### src/rtl/core/brle_pkg.sv
`timescale 1ns / 1ps

package brle_pkg;

  localparam int MAX_WIDTH = 4096;
  localparam int MAX_ROWS  = 4096;

  localparam int COL_W = 13;
  localparam int ROW_W = 12;
  localparam int OUT_COL_W = 12;

  localparam logic [COL_W-1:0] COL_SAT  = 13'd8191;
  localparam logic [COL_W-1:0] WIDTH_CAP = 13'((MAX_WIDTH > 8191) ? 8191 : MAX_WIDTH);
  localparam logic [COL_W-1:0] ROW_WIDTH_RST = 13'd4096;
  localparam logic [ROW_W-1:0] ROW_CAP  = 12'(((MAX_ROWS > 4096) ? 4096 : MAX_ROWS) - 1);
  localparam logic [COL_W-1:0] OUT_COL_SAT = 13'd4095;

  localparam int CQ_DEPTH = 2;
  localparam int CQ_AW    = $clog2(CQ_DEPTH);
  localparam int CQ_CW    = $clog2(CQ_DEPTH + 1);

  localparam logic [1:0] SEG_FILL = 2'd0;
  localparam logic [1:0] SEG_LIT  = 2'd1;
  localparam logic [1:0] SEG_EOL  = 2'd2;
  localparam logic [1:0] SEG_EOB  = 2'd3;

  localparam logic [1:0] CFG_RLE4_MODE = 2'd0;
  localparam logic [1:0] CFG_ROW_WIDTH = 2'd1;

  localparam logic [7:0] ESC_EOL   = 8'd0;
  localparam logic [7:0] ESC_EOB   = 8'd1;
  localparam logic [7:0] ESC_DELTA = 8'd2;

  typedef enum logic [2:0] {
    OP_NONE  = 3'd0,
    OP_FILL  = 3'd1,
    OP_LIT   = 3'd2,
    OP_EOL   = 3'd3,
    OP_EOB   = 3'd4,
    OP_DELTA = 3'd5
  } op_t;

  // For a delta, count carries dx and value carries dy.
  typedef struct packed {
    logic       sof;
    op_t        op;
    logic [7:0] count;
    logic [7:0] value;
  } cmd_t;

endpackage

### src/rtl/core/brle_front.sv
`timescale 1ns / 1ps

module brle_front
  import brle_pkg::*;
(
  input  logic       clk,
  input  logic       rst_n,
  input  logic       rle4_mode,
  input  logic       in_valid,
  output logic       in_ready,
  input  logic [7:0] in_stream_byte,
  input  logic       in_start_of_image,
  input  logic       cq_full,
  output logic       cq_push,
  output cmd_t       cq_cmd
);

  typedef enum logic [5:0] {
    PH_FIRST  = 6'b000001,
    PH_SECOND = 6'b000010,
    PH_DX     = 6'b000100,
    PH_DY     = 6'b001000,
    PH_LIT    = 6'b010000,
    PH_PAD    = 6'b100000
  } phase_t;

  phase_t     phase_r, phase_nxt, phase_cur;
  logic [7:0] held_r, held_nxt, held_cur;
  logic [7:0] left_r, left_nxt, left_cur;
  logic [7:0] total_r, total_nxt, total_cur;
  logic       done_r, done_nxt, done_cur;
  logic       accept;
  logic [1:0] lit_n;
  logic [7:0] left_sub;
  logic [8:0] total_p1;
  logic       pad_needed;
  cmd_t       cmd;

  assign in_ready = !cq_full;
  assign accept   = in_valid && in_ready;

  assign phase_cur = in_start_of_image ? PH_FIRST : phase_r;
  assign held_cur  = in_start_of_image ? 8'd0 : held_r;
  assign left_cur  = in_start_of_image ? 8'd0 : left_r;
  assign total_cur = in_start_of_image ? 8'd0 : total_r;
  assign done_cur  = in_start_of_image ? 1'b0 : done_r;

  always_comb begin
    if (rle4_mode) begin
      lit_n = (left_cur >= 8'd2) ? 2'd2 : left_cur[1:0];
    end else begin
      lit_n = (left_cur >= 8'd1) ? 2'd1 : 2'd0;
    end
  end

  assign left_sub   = left_cur - {6'd0, lit_n};
  assign total_p1   = {1'b0, total_cur} + 9'd1;
  assign pad_needed = rle4_mode ? total_p1[1] : total_cur[0];

  always_comb begin
    phase_nxt = phase_r;
    held_nxt  = held_r;
    left_nxt  = left_r;
    total_nxt = total_r;
    done_nxt  = done_r;
    cmd.sof   = in_start_of_image;
    cmd.op    = OP_NONE;
    cmd.count = 8'd0;
    cmd.value = 8'd0;
    if (accept) begin
      phase_nxt = phase_cur;
      held_nxt  = held_cur;
      left_nxt  = left_cur;
      total_nxt = total_cur;
      done_nxt  = done_cur;
      if (!done_cur) begin
        unique case (phase_cur)
          PH_FIRST: begin
            held_nxt  = in_stream_byte;
            phase_nxt = PH_SECOND;
          end
          PH_SECOND: begin
            phase_nxt = PH_FIRST;
            if (held_cur != 8'd0) begin
              cmd.op    = OP_FILL;
              cmd.count = held_cur;
              cmd.value = in_stream_byte;
            end else if (in_stream_byte == ESC_EOL) begin
              cmd.op = OP_EOL;
            end else if (in_stream_byte == ESC_EOB) begin
              cmd.op   = OP_EOB;
              done_nxt = 1'b1;
            end else if (in_stream_byte == ESC_DELTA) begin
              phase_nxt = PH_DX;
            end else begin
              left_nxt  = in_stream_byte;
              total_nxt = in_stream_byte;
              phase_nxt = PH_LIT;
            end
          end
          PH_DX: begin
            held_nxt  = in_stream_byte;
            phase_nxt = PH_DY;
          end
          PH_DY: begin
            cmd.op    = OP_DELTA;
            cmd.count = held_cur;
            cmd.value = in_stream_byte;
            phase_nxt = PH_FIRST;
          end
          PH_LIT: begin
            cmd.op    = OP_LIT;
            cmd.count = {6'd0, lit_n};
            cmd.value = in_stream_byte;
            left_nxt  = left_sub;
            if (left_sub == 8'd0) begin
              phase_nxt = pad_needed ? PH_PAD : PH_FIRST;
            end
          end
          PH_PAD: begin
            phase_nxt = PH_FIRST;
          end
          default: begin
            phase_nxt = PH_FIRST;
          end
        endcase
      end
    end
  end

  assign cq_cmd  = cmd;
  assign cq_push = accept && (cmd.sof || (cmd.op != OP_NONE));

  always_ff @(posedge clk) begin
    if (!rst_n) begin
      phase_r <= PH_FIRST;
      held_r  <= 8'd0;
      left_r  <= 8'd0;
      total_r <= 8'd0;
      done_r  <= 1'b0;
    end else begin
      phase_r <= phase_nxt;
      held_r  <= held_nxt;
      left_r  <= left_nxt;
      total_r <= total_nxt;
      done_r  <= done_nxt;
    end
  end

endmodule

### src/rtl/core/brle_cmdq.sv
`timescale 1ns / 1ps

module brle_cmdq
  import brle_pkg::*;
(
  input  logic clk,
  input  logic rst_n,
  input  logic push,
  input  cmd_t push_cmd,
  output logic full,
  output logic empty,
  input  logic pop,
  output cmd_t head_cmd
);

  cmd_t             mem_r [CQ_DEPTH];
  logic [CQ_AW-1:0] wr_ptr_r, wr_ptr_nxt;
  logic [CQ_AW-1:0] rd_ptr_r, rd_ptr_nxt;
  logic [CQ_CW-1:0] count_r, count_nxt;

  assign full     = (count_r == CQ_CW'(CQ_DEPTH));
  assign empty    = (count_r == '0);
  assign head_cmd = mem_r[rd_ptr_r];

  always_comb begin
    wr_ptr_nxt = wr_ptr_r;
    rd_ptr_nxt = rd_ptr_r;
    count_nxt  = count_r;
    if (push) begin
      wr_ptr_nxt = (wr_ptr_r == CQ_AW'(CQ_DEPTH - 1)) ? '0 : wr_ptr_r + 1'b1;
    end
    if (pop) begin
      rd_ptr_nxt = (rd_ptr_r == CQ_AW'(CQ_DEPTH - 1)) ? '0 : rd_ptr_r + 1'b1;
    end
    if (push && !pop) begin
      count_nxt = count_r + 1'b1;
    end else if (pop && !push) begin
      count_nxt = count_r - 1'b1;
    end
  end

  always_ff @(posedge clk) begin
    if (push) begin
      mem_r[wr_ptr_r] <= push_cmd;
    end
  end

  always_ff @(posedge clk) begin
    if (!rst_n) begin
      wr_ptr_r <= '0;
      rd_ptr_r <= '0;
      count_r  <= '0;
    end else begin
      wr_ptr_r <= wr_ptr_nxt;
      rd_ptr_r <= rd_ptr_nxt;
      count_r  <= count_nxt;
    end
  end

endmodule

### src/rtl/core/brle_back.sv
`timescale 1ns / 1ps

module brle_back
  import brle_pkg::*;
(
  input  logic                 clk,
  input  logic                 rst_n,
  input  logic [COL_W-1:0]     row_width,
  input  logic                 cq_empty,
  input  cmd_t                 cq_head,
  output logic                 cq_pop,
  output logic                 out_valid,
  input  logic                 out_ready,
  output logic [1:0]           out_segment_kind,
  output logic [ROW_W-1:0]     out_row_index,
  output logic [OUT_COL_W-1:0] out_start_column,
  output logic [7:0]           out_pixel_count,
  output logic [7:0]           out_pixel_value,
  output logic                 out_clipped
);

  logic [COL_W-1:0]     col_r, col_nxt, col_cur;
  logic [ROW_W-1:0]     row_r, row_nxt, row_cur;
  logic                 valid_r, valid_nxt;
  logic [1:0]           kind_r, kind_nxt;
  logic [ROW_W-1:0]     orow_r, orow_nxt;
  logic [OUT_COL_W-1:0] ocol_r, ocol_nxt;
  logic [7:0]           cnt_r, cnt_nxt;
  logic [7:0]           val_r, val_nxt;
  logic                 clip_r, clip_nxt;

  logic                 emits;
  logic                 slot_free;
  logic [COL_W-1:0]     eff_w;
  logic [COL_W-1:0]     avail;
  logic [COL_W-1:0]     n_ext;
  logic [7:0]           keep;
  logic                 clip;
  logic [COL_W:0]       col_sum;
  logic [ROW_W:0]       row_sum;
  logic [7:0]           row_add;

  assign emits     = (cq_head.op == OP_FILL) || (cq_head.op == OP_LIT) ||
                     (cq_head.op == OP_EOL) || (cq_head.op == OP_EOB);
  assign slot_free = !valid_r || out_ready;
  assign cq_pop    = !cq_empty && (!emits || slot_free);

  assign col_cur = cq_head.sof ? '0 : col_r;
  assign row_cur = cq_head.sof ? '0 : row_r;

  assign eff_w = (row_width > WIDTH_CAP) ? WIDTH_CAP : row_width;
  assign avail = (col_cur < eff_w) ? (eff_w - col_cur) : '0;
  assign n_ext = {{(COL_W-8){1'b0}}, cq_head.count};
  assign keep  = (n_ext < avail) ? cq_head.count : avail[7:0];
  assign clip  = (n_ext > avail);

  assign col_sum = {1'b0, col_cur} + {1'b0, n_ext};
  assign row_add = (cq_head.op == OP_EOL) ? 8'd1 : cq_head.value;
  assign row_sum = {1'b0, row_cur} + {{(ROW_W-7){1'b0}}, row_add};

  always_comb begin
    col_nxt   = col_r;
    row_nxt   = row_r;
    valid_nxt = valid_r && !out_ready;
    kind_nxt  = kind_r;
    orow_nxt  = orow_r;
    ocol_nxt  = ocol_r;
    cnt_nxt   = cnt_r;
    val_nxt   = val_r;
    clip_nxt  = clip_r;
    if (cq_pop) begin
      col_nxt = col_cur;
      row_nxt = row_cur;
      if (emits) begin
        valid_nxt = 1'b1;
        orow_nxt  = row_cur;
        ocol_nxt  = (col_cur > OUT_COL_SAT) ? OUT_COL_SAT[OUT_COL_W-1:0]
                                            : col_cur[OUT_COL_W-1:0];
        cnt_nxt   = 8'd0;
        val_nxt   = 8'd0;
        clip_nxt  = 1'b0;
      end
      unique case (cq_head.op)
        OP_FILL, OP_LIT: begin
          kind_nxt = (cq_head.op == OP_FILL) ? SEG_FILL : SEG_LIT;
          cnt_nxt  = keep;
          val_nxt  = cq_head.value;
          clip_nxt = clip;
          col_nxt  = (col_sum > {1'b0, COL_SAT}) ? COL_SAT : col_sum[COL_W-1:0];
        end
        OP_EOL: begin
          kind_nxt = SEG_EOL;
          row_nxt  = (row_sum > {1'b0, ROW_CAP}) ? ROW_CAP : row_sum[ROW_W-1:0];
          col_nxt  = '0;
        end
        OP_EOB: begin
          kind_nxt = SEG_EOB;
        end
        OP_DELTA: begin
          col_nxt = (col_sum > {1'b0, COL_SAT}) ? COL_SAT : col_sum[COL_W-1:0];
          row_nxt = (row_sum > {1'b0, ROW_CAP}) ? ROW_CAP : row_sum[ROW_W-1:0];
        end
        default: begin
        end
      endcase
    end
  end

  always_ff @(posedge clk) begin
    kind_r <= kind_nxt;
    orow_r <= orow_nxt;
    ocol_r <= ocol_nxt;
    cnt_r  <= cnt_nxt;
    val_r  <= val_nxt;
    clip_r <= clip_nxt;
  end

  always_ff @(posedge clk) begin
    if (!rst_n) begin
      col_r   <= '0;
      row_r   <= '0;
      valid_r <= 1'b0;
    end else begin
      col_r   <= col_nxt;
      row_r   <= row_nxt;
      valid_r <= valid_nxt;
    end
  end

  assign out_valid        = valid_r;
  assign out_segment_kind = kind_r;
  assign out_row_index    = orow_r;
  assign out_start_column = ocol_r;
  assign out_pixel_count  = cnt_r;
  assign out_pixel_value  = val_r;
  assign out_clipped      = clip_r;

endmodule

### src/rtl/core/bmp_rle_stream_decoder_top.sv
// Takes one compressed byte per cycle while the command queue is not full; a segment
// passes through the command queue and the output register after its last byte.
// Throughput is one byte per cycle while the queue has room, set by the parse step and
// the row and column update behind a two-entry command queue. Synchronous active-low
// reset clears the parse phase, row, column, queue and output valid, and sets RLE8 mode with a row width of 4096.
`timescale 1ns / 1ps

module bmp_rle_stream_decoder_top
  import brle_pkg::*;
(
  input  logic                 clk,
  input  logic                 rst_n,
  input  logic                 cfg_valid,
  output logic                 cfg_ready,
  input  logic [1:0]           cfg_index,
  input  logic [COL_W-1:0]     cfg_data,
  input  logic                 in_valid,
  output logic                 in_ready,
  input  logic [7:0]           in_stream_byte,
  input  logic                 in_start_of_image,
  output logic                 out_valid,
  input  logic                 out_ready,
  output logic [1:0]           out_segment_kind,
  output logic [ROW_W-1:0]     out_row_index,
  output logic [OUT_COL_W-1:0] out_start_column,
  output logic [7:0]           out_pixel_count,
  output logic [7:0]           out_pixel_value,
  output logic                 out_clipped
);

  logic             rle4_mode_r;
  logic [COL_W-1:0] row_width_r;
  logic             cq_push, cq_pop, cq_full, cq_empty;
  cmd_t             cq_cmd, cq_head;

  assign cfg_ready = 1'b1;

  always_ff @(posedge clk) begin
    if (!rst_n) begin
      rle4_mode_r <= 1'b0;
      row_width_r <= ROW_WIDTH_RST;
    end else if (cfg_valid && cfg_ready) begin
      case (cfg_index)
        CFG_RLE4_MODE: rle4_mode_r <= cfg_data[0];
        CFG_ROW_WIDTH: row_width_r <= cfg_data;
        default: begin
        end
      endcase
    end
  end

  brle_front u_front (
    .clk               (clk),
    .rst_n             (rst_n),
    .rle4_mode         (rle4_mode_r),
    .in_valid          (in_valid),
    .in_ready          (in_ready),
    .in_stream_byte    (in_stream_byte),
    .in_start_of_image (in_start_of_image),
    .cq_full           (cq_full),
    .cq_push           (cq_push),
    .cq_cmd            (cq_cmd)
  );

  brle_cmdq u_cmdq (
    .clk      (clk),
    .rst_n    (rst_n),
    .push     (cq_push),
    .push_cmd (cq_cmd),
    .full     (cq_full),
    .empty    (cq_empty),
    .pop      (cq_pop),
    .head_cmd (cq_head)
  );

  brle_back u_back (
    .clk              (clk),
    .rst_n            (rst_n),
    .row_width        (row_width_r),
    .cq_empty         (cq_empty),
    .cq_head          (cq_head),
    .cq_pop           (cq_pop),
    .out_valid        (out_valid),
    .out_ready        (out_ready),
    .out_segment_kind (out_segment_kind),
    .out_row_index    (out_row_index),
    .out_start_column (out_start_column),
    .out_pixel_count  (out_pixel_count),
    .out_pixel_value  (out_pixel_value),
    .out_clipped      (out_clipped)
  );

endmodule

### config.mk
export PLATFORM = sky130hd
export DESIGN_NAME = bmp_rle_stream_decoder_top
export DESIGN_NICKNAME = d
export VERILOG_FILES = /design/src/rtl/core/brle_pkg.sv /design/src/rtl/core/brle_front.sv /design/src/rtl/core/brle_cmdq.sv /design/src/rtl/core/brle_back.sv /design/src/rtl/core/bmp_rle_stream_decoder_top.sv
export SDC_FILE = /design/constraint.sdc
export NUM_CORES = 1
export LEC_CHECK = 0
export ABC_CLOCK_PERIOD_IN_PS = 12510
export BUFFER_PORTS_ARGS = -buffer_cell sky130_fd_sc_hd__buf_2
export CAP_MARGIN = 20
export CORE_MARGIN = 1.5
export CORE_UTILIZATION = 50
export CTS_CLUSTER_DIAMETER = 60
export DETAILED_ROUTE_END_ITERATION = 16
export MAX_ROUTING_LAYER = met4
export PLACE_DENSITY = 0.69
export SLEW_MARGIN = 15
export SYNTH_ARGS = -nofsm -noshare
export SYNTH_HDL_FRONTEND = slang
export SYNTH_SLANG_ARGS = --single-unit
export TNS_END_PERCENT = 100
### constraint.sdc
create_clock -name clk -period 12.51 [get_ports clk]
set_input_delay 0.6255 -clock clk [delete_from_list [all_inputs] [get_ports clk]]
set_output_delay 0.6255 -clock clk [all_outputs]
set_load 0.01 [all_outputs]
Yosys cells after proc, flatten, opt, wreduce, memory -nomap -nowiden
Memory sizes are Yosys's and may differ from the RTL's. A register that Yosys moved wholly into a read port is not among the register bits.
Cells that the tools add are included.
- bits in registers: 118
- memory bits (writable): 40
- input bits: 29
- output and inout port bits: 46
- word-level logic and storage cells: 159
- memories kept: 1
- memories (name ; depth ; bits a word ; read ports ; clocked after memory_dff ; wr ports ; line ; source):
    u_cmdq.mem_r ; 2 ; 20 ; 1 ; 1 ; 1 ; brle_cmdq.sv:16 ; cmd_t mem_r [CQ_DEPTH];
- add/sub/neg operators: 9
- order comparisons: 9
- eq/ne operators: 14
- multiplexer cells: 70
- reduce and logical (&&, ||, !) cells: 37
- operators with widths (cell ; count):
    two-way mux 8 bit ; 21
    case mux 19 bit (3 select lines) ; 1
    two-way mux 13 bit ; 4
    two-way mux 6 bit ; 7
    two-way mux 19 bit ; 2
    two-way mux 12 bit ; 3
    greater-than comparator 13 x 12 -> 1 bit, second input constant ; 2
    case mux 13 bit (2 select lines) ; 1
    case mux 6 bit (4 select lines) ; 1
    two-way mux 1 bit ; 19
    logical NOT 8 bit ; 2
    two-way mux 16 bit ; 1
    case mux 8 bit (2 select lines) ; 1
    adder 13 x 8 -> 14 bit ; 1
    greater-than comparator 14 x 13 -> 1 bit, second input constant ; 1
    adder 12 x 8 -> 13 bit ; 1
    greater-than comparator 13 bit, second input constant ; 1
    greater-than comparator 8 x 13 -> 1 bit ; 1
    less-than comparator 13 bit ; 1
    less-than comparator 8 x 13 -> 1 bit ; 1
    subtractor 13 bit ; 1
    AND reduction 2 bit ; 5
    two-way mux 3 bit ; 3
    equality test 8 x 1 -> 1 bit, second input constant ; 1
    29 further kinds ; 57

Logic depth before layout (Yosys ltp)
- word-level depth: 14
- mapped depth: 21
- depth with buffers taken out: 17

Hierarchy
From an unflattened synthesis, not the netlist that was laid out.
- cell total of the unflattened synthesis: 964
- area, all modules: 9208.8 µm²
- modules (own cells, without submodules) (module ; instances ; cells an instance ; area an instance (µm²)):
    brle_back ; 1 ; 508 ; 4672.0
    brle_front ; 1 ; 308 ; 2283.4
    brle_cmdq ; 1 ; 84 ; 1655.3
    bmp_rle_stream_decoder_top ; 1 ; 64 ; 598.1

Worst setup path after synthesis
Ideal clock, no wire load.
- path type: register -> register
- start: register with a tool-made name
- end: register u_back.clip_r (netlist: u_back.out_clipped) (data pin)
- setup time: 277 ps
- arrival: 4905 ps
- required time: 12233 ps
- setup slack: 7328 ps
- cell stages (with the launch flop): 21
- buffers on the path: 5
- period minus slack after synthesis: 5182 ps
- cell sequence: dfxtp_1 clkbuf_1 mux2i_1 clkbuf_1 clkbuf_1 nand2_1 ha_1 a21o_1 or3_1 o2111a_1 o21a_1 clkbuf_1 nand2_1 ha_1 a2111oi_0 o21ai_0 a221oi_1 nor3_1 nand4b_1 clkbuf_1 a211oi_1
- RTL lines (what ; line ; source):
    to (signal assigned) ; brle_back.sv:115 ; clip_r <= clip_nxt;
    to (decl) ; brle_back.sv:30 ; logic clip_r, clip_nxt;

==> impl_metrics.env <==
export IMPL_met3_wirelength_microns=1150
export IMPL_hold_viol=0
export IMPL_placedCellCount=1203
export IMPL_synth_edf_count=83
export IMPL_syn_cell_area_sq_um=8700
export IMPL_drt_met1_wl_microns=9780
export IMPL_crit_required_ns=12.65
export IMPL_p_per_area_nw_per_um2=208
export IMPL_cp_max_fo=33
export IMPL_p_leak_nw=4.00
export IMPL_portBuffers=73
export IMPL_clock_tree_buffer_depth=2
export IMPL_grt_max_degree=56
export IMPL_diodes=0
export IMPL_finalSetupViolCount=0
export IMPL_fin_cells=1236
export IMPL_hold_buffers=0
export IMPL_worstSetupPathType="flop to flop"
export IMPL_postLayoutSetupSlackWorst_ns=6.95
export IMPL_fmaxAchievable_mhz=180
export IMPL_grt_pass1_vias=6527
export IMPL_drive_gt1_frac=0.142
export IMPL_numCtsBuffers=17
export IMPL_worst_setup_path_start_kind="flop"
export IMPL_clk_latency_ns=0.43
export IMPL_crit_path_frequent_cell="nand2_1"
export IMPL_area_growth_pct=13.4
export IMPL_via_per_inst=5.72
export IMPL_htree_levels=4
export IMPL_ios=75
export IMPL_dp_slack_ns=7.00
export IMPL_ys_ff_latch=153
export IMPL_via_count=7074
export IMPL_synth_ff_type="edfxtp_1"
export IMPL_firstDrtPassIters=4
export IMPL_cp_top_family="simple AND/OR/NAND/NOR gates"
export IMPL_slew_limit_headroom=0.312
export IMPL_cp_data_arrival_time_ns=5.70
export IMPL_track_usage=0.246
export IMPL_tns_ns=0
export IMPL_postSynth_asyncResetShare=0
export IMPL_worst_path_max_delay_cell="or4b_2"
export IMPL_die_w_microns=135
export IMPL_die_h_microns=135
export IMPL_finClkSkew_ns=0.00891
export IMPL_dr_wl_met2_microns=9840
export IMPL_cts_root_buf="clkbuf_16"
export IMPL_synth_top_cells_by_count="nand2_1, nor2_1, edfxtp_1, a21oi_1, dfxtp_1"
export IMPL_top_layer="met4"
export IMPL_max_cap_viol_count=0
export IMPL_clock_sinks=153
export IMPL_drcViolationCount=0
export IMPL_worst_path_largest_cell_delay_ns=0.67
export IMPL_ant_nets=0
export IMPL_grt_ovfl_total=0
export IMPL_fin_crit_ns=5.56
export IMPL_crit_path_end_kind="flop"
export IMPL_core_sq_um=17100
export IMPL_wl_per_cell_microns=17.2
export IMPL_place_congestion=0.991
export IMPL_hpwlAfterDp_microns=15400
export IMPL_synth_warnings=0
export IMPL_post_cts_setup_buffers=0
export IMPL_drt_initial_drc_count=645
export IMPL_syn_num_nets=1011
export IMPL_antenna_found_initial=0
export IMPL_clkSlewWorstSetupHoldPaths_ns=0.06
export IMPL_synth_top_area_share=0.287
export IMPL_synth_top_cell_by_area="edfxtp_1"
export IMPL_start_util=0.508
export IMPL_whs_ns=0.426
export IMPL_grt_pass1_wl_microns=33600
export IMPL_worst_pin_slew_ns=1.03
export IMPL_finalCritPeriodShare=0.444
export IMPL_die_area_sq_um=18200
export IMPL_nFillCells=1530
export IMPL_cts_resized=0
export IMPL_vdd_drop_max_mv=0.129
export IMPL_synth_distinct_cells=74
export IMPL_crit_buf_inv=2
export IMPL_core_rowCount=48
export IMPL_synthTopCellsByArea="edfxtp_1, dfxtp_1, ha_1"
export IMPL_final_nets=1072
export IMPL_drv_slew=0
export IMPL_path_cells="buf_4 > mux2i_2 > buf_4 > nand2_1 > ha_1 > nand2_1 > or4b_2 > o21a_1 > nand2_1 > ha_1 > a2111oi_0 > o21ai_0 > a221oi_1 > nor3_1 > nand4b_1 > a211oi_1"
export IMPL_syn_avg_cell_area_sq_um=9.28
export IMPL_syn_inst=937
export IMPL_cts_tree="yes"
export IMPL_yosysMostFrequentCell="nand2_1"
export IMPL_status="complete, no violations"
export IMPL_rsz0062_at_grt="false"
export IMPL_synth_seq_area_share=0.448
export IMPL_drt_wl_total_microns=21200
export IMPL_hold_class="input pin to flop"
flip-flops by register name, indices dropped and copies added, names as in the netlist, 2 cells and up, named ones only:
register,cells
u_cmdq.mem_r,40
u_back.row_r,12
u_front.held_r,8
u_back.out_start_column,12
u_back.col_r,13
u_front.total_r,2
u_back.out_row_index,12
u_front.left_r,8
row_width_r,13
u_back.out_segment_kind,2
u_front.phase_r,6
u_back.out_pixel_count,8
u_back.out_pixel_value,8
u_cmdq.count_r,2
per-stage QoR:
| stage | total power, W | area [sq um] | util |
|---|---|---|---|
| after floorplan | 0.00129 | 8700 | - |
| after global placement | 0.00151 | 9260 | 0.541 |
| after detailed placement | 0.00152 | 9260 | 0.541 |
| after CTS | 0.00205 | 9860 | 0.576 |
| after global routing | 0.00218 | 9870 | 0.576 |
| final | 0.00205 | 9870 | 0.576 |
final timing paths:
check / cells after the start / slack (ns) / end / from
hold reg to reg: 2 / 0.45 / u_back.row_r[0]$_SDFFE_PN0P_ / u_back.row_r[0]$_SDFFE_PN0P_
hold / removal: 3 / 0.43 / row_width_r[12]$_SDFFE_PN1P_ / cfg_data[12]
setup reg to reg: 16 / 6.95 / u_back.out_clipped$_SDFFCE_PN0P_ / flop
setup / recovery: 16 / 6.95 / u_back.out_clipped$_SDFFCE_PN0P_ / flop
tightest hold or removal path: stages:
cell and delay, ns:
buf_2 0.08, nand2_1 0.05, nand3_1 0.07
cell usage in the layout (no fill, tap or decap), drive strengths merged, types with 8 or more instances in the layout:
cell type / n
and2: 31
a211oi: 8
nor2b: 20
inv: 39
nor2: 89
a21o: 11
edfxtp: 83
nor4: 9
nor3: 22
nand3: 17
nand4: 8
clkbuf: 19
xnor2: 19
o21ai: 51
mux2: 8
buf: 82
mux2i: 34
o21a: 10
dfxtp: 70
xor2: 12
nand2b: 11
ha: 41
nand2: 116
a21oi: 81
cell type report:
| type | instances | area, sq um | area share |
|---|---|---|---|
| clock buffer | 19 | 433 | 0.0439 |
| clock inverter | 13 | 166 | 0.0169 |
| inverter | 35 | 131 | 0.0133 |
| multi-input combinational | 709 | 4530 | 0.459 |
| sequential | 153 | 3890 | 0.395 |
| tap | 225 | 282 | 0.0285 |
| timing repair buffer | 82 | 433 | 0.0439 |
cells by family (layout without fill, tap and decap cells):
logic type | Yosys count | after routing | share of synthesized area
AOI/OAI and AO/OA | 228 | 228 | 0.167
muxes | 42 | 42 | 0.0495
buffers and inverters | 75 | 149 | 0.0335
other | 1 | 1 | 0.000431
adders and majority gates | 45 | 45 | 0.0682
DFF | 153 | 153 | 0.448
and+or+nand+nor | 362 | 362 | 0.203
xor gates and xnor gates | 31 | 31 | 0.0312
metal layers:
layer | GRT usage | vias up
li1 | - | 3516
met1 | 0.333 | 3322
met2 | 0.376 | 203
met3 | 0.0390 | 33
met4 | 0.0884 | 0
met5 | - | -
power breakdown:
| part | total [W] | internal (W) | switching, W |
|---|---|---|---|
| Sequential | 0.000682 | 0.000644 | 0.0000387 |
| Clock | 0.000528 | 0.000316 | 0.000213 |
| Combinational | 0.000837 | 0.000312 | 0.000525 |
Power figures use the tool's default switching activity.
